File: src/rtl/gbtd_pkg.sv
// Shared types and constants of the gravity batch tilt detector.
// No dependencies; imported by every module of the block.
package gbtd_pkg;

	localparam int NUM_AXES  = 3;
	localparam int TIME_W    = 64;
	localparam int LEN_W     = 32;
	localparam int THR_W     = 35;
	localparam int DOT_W     = 64;
	localparam int CFG_IDX_W = 8;

	// Register indexes of the configuration channel
	localparam logic [CFG_IDX_W-1:0] REG_BATCH_LENGTH    = CFG_IDX_W'(0);
	localparam logic [CFG_IDX_W-1:0] REG_ANGLE_THRESHOLD = CFG_IDX_W'(1);

	// Register reset values
	localparam logic [LEN_W-1:0]        BATCH_LENGTH_RST    = LEN_W'(2000000);
	localparam logic signed [THR_W-1:0] ANGLE_THRESHOLD_RST = THR_W'(5165377);

	// Sequencer states
	typedef enum logic [5:0] {
		S_IDLE = 6'b000001,
		S_LOAD = 6'b000010,
		S_DIV  = 6'b000100,
		S_MUL  = 6'b001000,
		S_CMP  = 6'b010000,
		S_OUT  = 6'b100000
	} state_t;

	// Controls of the multiply-accumulate unit
	typedef struct packed {
		logic clear;
		logic mul_en;
		logic acc_en;
	} mac_ctrl_t;

endpackage

File: src/rtl/gbtd_div.sv
// Three-lane restoring divider: signed sums divided by an unsigned count, one bit per cycle.
// Depends on gbtd_pkg.
module gbtd_div #(
	parameter int SUM_W = 27,
	parameter int CNT_W = 11,
	parameter int Q_W   = 16
) (
	input  logic                    clk,
	input  logic                    arst_n,
	input  logic                    start,
	input  logic signed [SUM_W-1:0] dividend [gbtd_pkg::NUM_AXES],
	input  logic [CNT_W-1:0]        divisor,
	output logic                    done,
	output logic signed [Q_W-1:0]   quotient [gbtd_pkg::NUM_AXES]
);
	import gbtd_pkg::*;

	localparam int BIT_CNT_W = $clog2(SUM_W + 1);

	logic                 busy_q;
	logic                 done_q;
	logic [BIT_CNT_W-1:0] bit_cnt_q;
	logic [CNT_W-1:0]     dvs_q;
	logic [SUM_W-1:0]     mag_q [NUM_AXES];
	logic [CNT_W-1:0]     rem_q [NUM_AXES];
	logic                 neg_q [NUM_AXES];
	logic [SUM_W-1:0]     mag_nx [NUM_AXES];
	logic [CNT_W-1:0]     rem_nx [NUM_AXES];

	// One restoring step per lane
	always_comb begin
		logic [CNT_W:0] rem_sh;
		logic           geq;
		for (int i = 0; i < NUM_AXES; i++) begin
			rem_sh    = {rem_q[i], mag_q[i][SUM_W-1]};
			geq       = rem_sh >= {1'b0, dvs_q};
			rem_nx[i] = geq ? CNT_W'(rem_sh - {1'b0, dvs_q}) : CNT_W'(rem_sh);
			mag_nx[i] = {mag_q[i][SUM_W-2:0], geq};
		end
	end

	// Control: load on start, run SUM_W steps, pulse done
	always_ff @(posedge clk or negedge arst_n) begin
		if (!arst_n) begin
			busy_q    <= 1'b0;
			done_q    <= 1'b0;
			bit_cnt_q <= '0;
		end else begin
			done_q <= 1'b0;
			if (start) begin
				busy_q    <= 1'b1;
				bit_cnt_q <= '0;
			end else if (busy_q) begin
				bit_cnt_q <= bit_cnt_q + 1'b1;
				if (bit_cnt_q == BIT_CNT_W'(SUM_W - 1)) begin
					busy_q <= 1'b0;
					done_q <= 1'b1;
				end
			end
		end
	end

	// Lane datapath: magnitudes and remainders
	always_ff @(posedge clk) begin
		if (start) begin
			dvs_q <= divisor;
			for (int i = 0; i < NUM_AXES; i++) begin
				neg_q[i] <= dividend[i][SUM_W-1];
				mag_q[i] <= dividend[i][SUM_W-1] ? SUM_W'(-dividend[i]) : dividend[i];
				rem_q[i] <= '0;
			end
		end else if (busy_q) begin
			for (int i = 0; i < NUM_AXES; i++) begin
				mag_q[i] <= mag_nx[i];
				rem_q[i] <= rem_nx[i];
			end
		end
	end

	// Truncating quotient: sign follows the dividend
	always_comb begin
		for (int i = 0; i < NUM_AXES; i++) begin
			quotient[i] = neg_q[i] ? Q_W'(-mag_q[i][Q_W-1:0]) : mag_q[i][Q_W-1:0];
		end
	end

	assign done = done_q;

endmodule

File: src/rtl/gbtd_mac.sv
// Shared multiplier with registered product and a 64-bit saturating accumulator.
// Depends on gbtd_pkg.
module gbtd_mac #(
	parameter int SAMPLE_BITS = 16
) (
	input  logic                          clk,
	input  logic                          arst_n,
	input  gbtd_pkg::mac_ctrl_t           ctrl,
	input  logic signed [SAMPLE_BITS-1:0] op_a,
	input  logic signed [SAMPLE_BITS-1:0] op_b,
	output logic signed [gbtd_pkg::DOT_W-1:0] acc
);
	import gbtd_pkg::*;

	localparam int PROD_W = 2 * SAMPLE_BITS;

	logic signed [PROD_W-1:0] prod_s1;
	logic signed [DOT_W-1:0]  acc_q;
	logic signed [DOT_W:0]    sum_c;
	logic signed [DOT_W-1:0]  sat_c;

	// Multiply stage
	always_ff @(posedge clk) begin
		if (ctrl.mul_en) begin
			prod_s1 <= op_a * op_b;
		end
	end

	// Add with clamp to the signed 64-bit range
	always_comb begin
		sum_c = (DOT_W+1)'(acc_q) + (DOT_W+1)'(DOT_W'(prod_s1));
		if (sum_c[DOT_W] != sum_c[DOT_W-1]) begin
			sat_c = sum_c[DOT_W] ? {1'b1, {(DOT_W-1){1'b0}}} : {1'b0, {(DOT_W-1){1'b1}}};
		end else begin
			sat_c = sum_c[DOT_W-1:0];
		end
	end

	always_ff @(posedge clk or negedge arst_n) begin
		if (!arst_n) begin
			acc_q <= '0;
		end else if (ctrl.clear) begin
			acc_q <= '0;
		end else if (ctrl.acc_en) begin
			acc_q <= sat_c;
		end
	end

	assign acc = acc_q;

endmodule

File: src/rtl/gravity_batch_tilt_detector.sv
// Top level of the gravity batch tilt detector: sequencer, batch state, config registers.
// Depends on gbtd_pkg, gbtd_div and gbtd_mac.
//
// Usage:
//  s_axis carries one accelerometer sample per transfer (x, y, z, timestamp).
//  m_axis returns one result per sample: tilt_found and batch_closed.
//  cfg_* writes batch_length (index 0) or angle_threshold (index 1); other
//  indexes are ignored. cfg_ready is always high; write only while idle.
//  The first sample after reset opens a batch. Samples are summed per axis;
//  when elapsed time exceeds batch_length the batch closes, the mean is taken
//  by a three-lane bit-serial divider and its dot product with the reference
//  is formed by one shared multiplier, three products in turn.
// Sequence:
//  A sample that does not close a batch goes from idle through the load
//  state to the output state. A closing sample also passes the divide state,
//  where the divider runs one quotient bit per cycle over SUM_W bits (SUM_W =
//  SAMPLE_BITS + clog2(MAX_BATCH_SAMPLES + 1)), then multiply and compare;
//  the first close skips the dot product and goes from divide to compare.
//  One sample is in work at a time; s_axis_tready is low from the transfer
//  until the result has been taken, so a stalled receiver holds the input off.
// Reset: clears the batch, the reference and the registers to their defaults.
module gravity_batch_tilt_detector #(
	parameter int MAX_BATCH_SAMPLES = 1024,
	parameter int SAMPLE_BITS       = 16
) (
	input  logic clk,
	input  logic arst_n,
	// x [SAMPLE_BITS], y [SAMPLE_BITS], z [SAMPLE_BITS], sample_time [64], zero pad
	input  logic [((3*SAMPLE_BITS+gbtd_pkg::TIME_W+7)/8)*8-1:0] s_axis_tdata,
	input  logic s_axis_tvalid,
	output logic s_axis_tready,
	// tilt_found [bit 0], batch_closed [bit 1], zero pad
	output logic [7:0] m_axis_tdata,
	output logic m_axis_tvalid,
	input  logic m_axis_tready,
	input  logic cfg_valid,
	output logic cfg_ready,
	input  logic [gbtd_pkg::CFG_IDX_W-1:0] cfg_index,
	input  logic [gbtd_pkg::THR_W-1:0]     cfg_data
);
	import gbtd_pkg::*;

	localparam int CNT_W = $clog2(MAX_BATCH_SAMPLES + 1);
	localparam int SUM_W = SAMPLE_BITS + CNT_W;

	state_t state_q;

	// Configuration registers
	logic [LEN_W-1:0]        len_q;
	logic signed [THR_W-1:0] thr_q;

	// Captured sample
	logic signed [SAMPLE_BITS-1:0] smp_q [NUM_AXES];
	logic [TIME_W-1:0]             time_q;

	// Batch and reference state
	logic signed [SUM_W-1:0]       sum_q [NUM_AXES];
	logic [CNT_W-1:0]              count_q;
	logic [TIME_W-1:0]             start_q;
	logic                          open_q;
	logic signed [SAMPLE_BITS-1:0] ref_q [NUM_AXES];
	logic                          ref_valid_q;

	// Result register
	logic tilt_q;
	logic closed_q;

	logic [1:0] mul_cnt_q;

	logic signed [SUM_W-1:0]       sum_nx [NUM_AXES];
	logic [CNT_W-1:0]              count_nx;
	logic [TIME_W-1:0]             start_eff;
	logic [TIME_W-1:0]             elapsed;
	logic                          close_c;
	logic                          room_c;
	logic                          div_start;
	logic                          div_done;
	logic signed [SAMPLE_BITS-1:0] mean [NUM_AXES];
	logic signed [SAMPLE_BITS-1:0] mul_a;
	logic signed [SAMPLE_BITS-1:0] mul_b;
	logic signed [DOT_W-1:0]       dot;
	logic                          below_c;
	mac_ctrl_t                     mac_ctrl;
	logic                          in_xfer;
	logic                          out_xfer;

	assign s_axis_tready = (state_q == S_IDLE);
	assign in_xfer       = s_axis_tvalid && s_axis_tready;
	assign m_axis_tvalid = (state_q == S_OUT);
	assign out_xfer      = m_axis_tvalid && m_axis_tready;
	assign m_axis_tdata  = {6'b0, closed_q, tilt_q};
	assign cfg_ready     = 1'b1;

	// Config writes
	always_ff @(posedge clk or negedge arst_n) begin
		if (!arst_n) begin
			len_q <= BATCH_LENGTH_RST;
			thr_q <= ANGLE_THRESHOLD_RST;
		end else if (cfg_valid && cfg_ready) begin
			if (cfg_index == REG_BATCH_LENGTH) begin
				len_q <= cfg_data[LEN_W-1:0];
			end else if (cfg_index == REG_ANGLE_THRESHOLD) begin
				thr_q <= cfg_data;
			end
		end
	end

	// Input capture
	always_ff @(posedge clk) begin
		if (in_xfer) begin
			for (int i = 0; i < NUM_AXES; i++) begin
				smp_q[i] <= s_axis_tdata[i*SAMPLE_BITS +: SAMPLE_BITS];
			end
			time_q <= s_axis_tdata[3*SAMPLE_BITS +: TIME_W];
		end
	end

	// Accumulate and test the batch age
	always_comb begin
		start_eff = open_q ? start_q : time_q;
		elapsed   = time_q - start_eff;
		close_c   = elapsed > TIME_W'(len_q);
		room_c    = count_q < CNT_W'(MAX_BATCH_SAMPLES);
		count_nx  = room_c ? count_q + 1'b1 : count_q;
		for (int i = 0; i < NUM_AXES; i++) begin
			sum_nx[i] = room_c ? sum_q[i] + SUM_W'(smp_q[i]) : sum_q[i];
		end
	end

	assign div_start = (state_q == S_LOAD) && close_c;

	gbtd_div #(
		.SUM_W (SUM_W),
		.CNT_W (CNT_W),
		.Q_W   (SAMPLE_BITS)
	) u_div (
		.clk      (clk),
		.arst_n   (arst_n),
		.start    (div_start),
		.dividend (sum_nx),
		.divisor  (count_nx),
		.done     (div_done),
		.quotient (mean)
	);

	// Operand select for the shared multiplier
	always_comb begin
		unique case (mul_cnt_q)
			2'd0: begin
				mul_a = mean[0];
				mul_b = ref_q[0];
			end
			2'd1: begin
				mul_a = mean[1];
				mul_b = ref_q[1];
			end
			2'd2: begin
				mul_a = mean[2];
				mul_b = ref_q[2];
			end
			default: begin
				mul_a = '0;
				mul_b = '0;
			end
		endcase
	end

	always_comb begin
		mac_ctrl.clear  = (state_q == S_DIV) && div_done;
		mac_ctrl.mul_en = (state_q == S_MUL) && (mul_cnt_q != 2'd3);
		mac_ctrl.acc_en = (state_q == S_MUL) && (mul_cnt_q != 2'd0);
	end

	gbtd_mac #(
		.SAMPLE_BITS (SAMPLE_BITS)
	) u_mac (
		.clk    (clk),
		.arst_n (arst_n),
		.ctrl   (mac_ctrl),
		.op_a   (mul_a),
		.op_b   (mul_b),
		.acc    (dot)
	);

	assign below_c = dot < DOT_W'(thr_q);

	// Sequencer and batch state
	always_ff @(posedge clk or negedge arst_n) begin
		if (!arst_n) begin
			state_q     <= S_IDLE;
			count_q     <= '0;
			start_q     <= '0;
			open_q      <= 1'b0;
			ref_valid_q <= 1'b0;
			tilt_q      <= 1'b0;
			closed_q    <= 1'b0;
			mul_cnt_q   <= '0;
			for (int i = 0; i < NUM_AXES; i++) begin
				sum_q[i] <= '0;
				ref_q[i] <= '0;
			end
		end else begin
			unique case (state_q)
				S_IDLE: begin
					if (in_xfer) begin
						state_q <= S_LOAD;
					end
				end
				S_LOAD: begin
					open_q  <= 1'b1;
					start_q <= start_eff;
					count_q <= count_nx;
					for (int i = 0; i < NUM_AXES; i++) begin
						sum_q[i] <= sum_nx[i];
					end
					tilt_q   <= 1'b0;
					closed_q <= close_c;
					state_q  <= close_c ? S_DIV : S_OUT;
				end
				S_DIV: begin
					mul_cnt_q <= '0;
					if (div_done) begin
						state_q <= ref_valid_q ? S_MUL : S_CMP;
					end
				end
				S_MUL: begin
					mul_cnt_q <= mul_cnt_q + 1'b1;
					if (mul_cnt_q == 2'd3) begin
						state_q <= S_CMP;
					end
				end
				S_CMP: begin
					// First close only latches; later closes latch on tilt
					if (!ref_valid_q || below_c) begin
						for (int i = 0; i < NUM_AXES; i++) begin
							ref_q[i] <= mean[i];
						end
						ref_valid_q <= 1'b1;
					end
					tilt_q  <= ref_valid_q && below_c;
					start_q <= time_q;
					count_q <= '0;
					for (int i = 0; i < NUM_AXES; i++) begin
						sum_q[i] <= '0;
					end
					state_q <= S_OUT;
				end
				S_OUT: begin
					if (out_xfer) begin
						state_q <= S_IDLE;
					end
				end
				default: begin
					state_q <= S_IDLE;
				end
			endcase
		end
	end

	// Checks
	a_no_accept_while_result: assert property (@(posedge clk) disable iff (!arst_n)
		s_axis_tready |-> !m_axis_tvalid)
		else $error("input accepted while a result is pending");

	a_tilt_needs_close: assert property (@(posedge clk) disable iff (!arst_n)
		m_axis_tvalid |-> (closed_q || !tilt_q))
		else $error("tilt reported without a batch close");

	a_div_done_in_div: assert property (@(posedge clk) disable iff (!arst_n)
		div_done |-> (state_q == S_DIV))
		else $error("divider finished outside the divide state");

	a_count_bound: assert property (@(posedge clk) disable iff (!arst_n)
		count_q <= CNT_W'(MAX_BATCH_SAMPLES))
		else $error("sample count beyond its limit");

endmodule
File: config.mk
export PLATFORM = sky130hd
export DESIGN_NAME = gravity_batch_tilt_detector
export DESIGN_NICKNAME = d
export VERILOG_FILES = /design/src/rtl/gbtd_pkg.sv /design/src/rtl/gbtd_div.sv /design/src/rtl/gbtd_mac.sv /design/src/rtl/gravity_batch_tilt_detector.sv
export SDC_FILE = /design/constraint.sdc
export NUM_CORES = 2
export LEC_CHECK = 0
export BUFFER_PORTS_ARGS = -buffer_cell sky130_fd_sc_hd__clkbuf_2
export CAP_MARGIN = 10
export CORE_ASPECT_RATIO = 1.5
export CORE_MARGIN = 1.5
export CORE_UTILIZATION = 36
export DETAILED_ROUTE_END_ITERATION = 8
export MAX_ROUTING_LAYER = met4
export PLACE_DENSITY_LB_ADDON = 0.1
export SYNTH_ARGS = -nofsm -noshare
export SYNTH_HDL_FRONTEND = slang
export SYNTH_SLANG_ARGS = --single-unit
File: constraint.sdc
create_clock -name clk -period 12.57 [get_ports clk]
set_input_delay 0.6285 -clock clk [delete_from_list [all_inputs] [get_ports clk]]
set_output_delay 0.6285 -clock clk [all_outputs]
set_load 0.03 [all_outputs]
==> reports/summary.txt <==
DR vias/cell: 5.307
achievable frequency: 110.0 MHz
routed length per instance: 20.08 um
fraction of layout cells with a size suffix above 1: 11.47%
Initial DRT Pass Iterations: 6
Levels on crit path: 31
Tcrit/Tclk final: 72.34%
WP buf/inv: 6
Slew HR: 22.79%
global route overflow: 0
Critical Path End Type: register
nets@finish: 6330
die area: 147500 um^2
final slew viol count: 0
Final Hold Slack: 0.1111 ns
RSZ-0062 raised after global routing: false
Die X-Extent: 314.1 um
setup TNS: 0 ns
Finish-stage setup viols: 0
post-route minimum period: 9.093 ns
commonest cells after routing, fill and taps aside: nand2_1, inv_1, ha_1, nor2_1, dfrtp_1
total wire length: 149500 um
Worst Path Required: 13.01 ns
clk slew on worst S/H paths: 0.06 ns
Crit Path Max Fanout: 16
H-tree levels: 3
gpl congestion: 0.9016
Num Clock Sinks: 626
WHS Path Cells: 1
total track usage: 20.96%
Fillers: 14.46k
status: completed
crit-path leading delay family: adder cells
largest net degree at the start of global routing: 98
CTS hold repair buffers: 1
worst slew pin tran: 1.154 ns
clock latency on the worst-skew pair: 0.69 ns
CP arrival: 9.53 ns
area growth from synthesis to layout: 10.17%
Most used DFF post-synth: dfrtp_1
via count: 39.52k
Reg2Reg Setup Slack: 3.48 ns
Async S/R FF share, synth: 56.55%
FP Rows: 171
IO Pins: 171
post-DP HPWL: 117100 um
post-synthesis sequential area ratio: 32.62%
Longest Clk Path Bufs: 3
syn_area_per_cell: 9.654 um^2
initial core utilization: 36.18%
#FFs+latches synth: 626
Final ANT Viol Nets: 0
Final Hold Vio Count: 0
worst clock skew: 0.03264 ns
number of synthesized flops with an enable pin: 272
Die H: 469.6 um
clock tree from TritonCTS: yes
vias in the first global route: 41.26k
number of max-cap violations: 0
drt initial violations: 2218
crit start category: register
crit-path most repeated cell: fa_1
slowest CP cell: fa_1
worst-case reg-to-reg path depth: 31
most common cell after layout, fill and taps aside: nand2_1
top cells by area, synth: dfrtp_1, edfxtp_1, fa_1, ha_1, mux2_2
post_cts resized: 0
Post CTS Setup Buffer Count: 0
# port buffers: 163
Syn. warnings: 0
initial antenna violation count: 8
Cells after Synth: 5413
worst hold-check path type: input port to register
Synth area leader: dfrtp_1
Clock Tree Root: clkbuf_16
core box area: 144400 um^2
total CTS buffers: 76
DRC viols: 0
Unique masters post-synth: 86
mapped cell area: 52260 um^2
CP max stage delay: 0.59 ns
critical path class: register to register
Yosys top cell area share: 16.09%
first-pass GRT wire length: 235800 um
registers in the layout (all words and copies together), names as in the netlist:
register         cells
count_q             11
u_div.done           1
u_mac.acc           64
u_div.bit_cnt_q      5
u_div.busy_q         1
tilt_q               1
mul_cnt_q            2
state_q              6
open_q               1
u_div.rem_q         33
u_div.mag_q         81
u_div.dvs_q         11
ref_valid_q          1
smp_q               48
ref_q               48
closed_q             1
time_q              64
u_mac.prod_s1       32
start_q             64
sum_q               81
thr_q               35
len_q               32
u_div.neg_q          3
cell families after synthesis:
kind of cell,count (synthesis),share of synthesized area (%)
DFF,626,32.62
and+or+nand+nor,1442,12.82
AOI/OAI and AO/OA,1256,15.82
xor gates and xnor gates,344,5.765
buffers and inverters,700,5.167
other,2,0.01437
muxes,345,7.195
adders and majority gates,698,20.59
cell type report:
cell class	instances	area, um^2	area share [%]
timing repair buffer	204	1136	1.973
clock buffer	108	2207	3.834
antenna	7	17.52	0.03043
clock inverter	34	374.1	0.6498
sequential	626	17060	29.63
inverter	472	1772	3.077
tap	1903	2381	4.136
multi-input combinational	4092	32630	56.67
metal layers:
metal  vias to the layer above  global-route usage, %  wire, um
met1                     19400                  23.45     60930
met3                       203                  2.237      4580
met4                         0                  7.975      5301
met5                         -                      -         0
met2                       644                  37.92     78670
li1                      19270                      -         -
worst reg2reg max path, delay by kind of cell, from the launching register on:
family                     cells  cell delay [ns]
buffers and inverters          6             0.75
DFF                            1             0.42
AOI/OAI and AO/OA             11             2.70
xor gates and xnor gates       2             0.25
and+or+nand+nor                5             1.20
adders and majority gates      7             3.52
cell usage after synthesis, drive strengths merged, types with 13 or more instances:
| master | count |
|---|---|
| nand2 | 537 |
| inv | 472 |
| ha | 428 |
| nor2 | 377 |
| dfrtp | 336 |
| o21ai | 315 |
| a21oi | 284 |
| edfxtp | 272 |
| fa | 270 |
| mux2 | 227 |
| xnor2 | 216 |
| clkbuf | 179 |
| a21o | 167 |
| xor2 | 128 |
| mux2i | 118 |
| a22o | 96 |
| nand3 | 79 |
| nand4 | 79 |
| nor3 | 60 |
| nand2b | 53 |
| o21a | 53 |
| buf | 49 |
| and3 | 47 |
| nor2b | 44 |
| a31oi | 36 |
| o31ai | 36 |
| a211oi | 35 |
| or2 | 31 |
| or3 | 31 |
| o21bai | 30 |
| and2 | 26 |
| o211ai | 22 |
| a21boi | 18 |
| dfstp | 18 |
| nor4 | 18 |
| a222oi | 17 |
| a2111oi | 14 |
| o41ai | 13 |
through the flow:
stage	instances	util, %	setup WS [ns]	instance area, um^2
detailed placement	7296	38.06	3.464	54960
global route	7446	39.86	2.742	57570
finish	7446	39.86	3.477	57570
floorplan	5418	-	4.027	52280
global placement	7296	38.06	3.659	54960
CTS	7439	39.85	3.449	57550
final timing paths:
kind / startpoint / end
min in group asynchronous: arst_n / start_q[20]
hold reg to reg: tilt_q / tilt_q
setup / recovery: u_div.mag_q[0][0] / u_mac.prod_s1[30]
setup reg to reg: u_div.mag_q[0][0] / u_mac.prod_s1[30]
hold / removal: s_axis_tdata[49] / time_q[1]
max in group asynchronous: arst_n / sum_q[28]
Power is left out: the tool's default activity adds up to more than one toggle a clock period on the data nets, which glitch-free logic cannot reach.
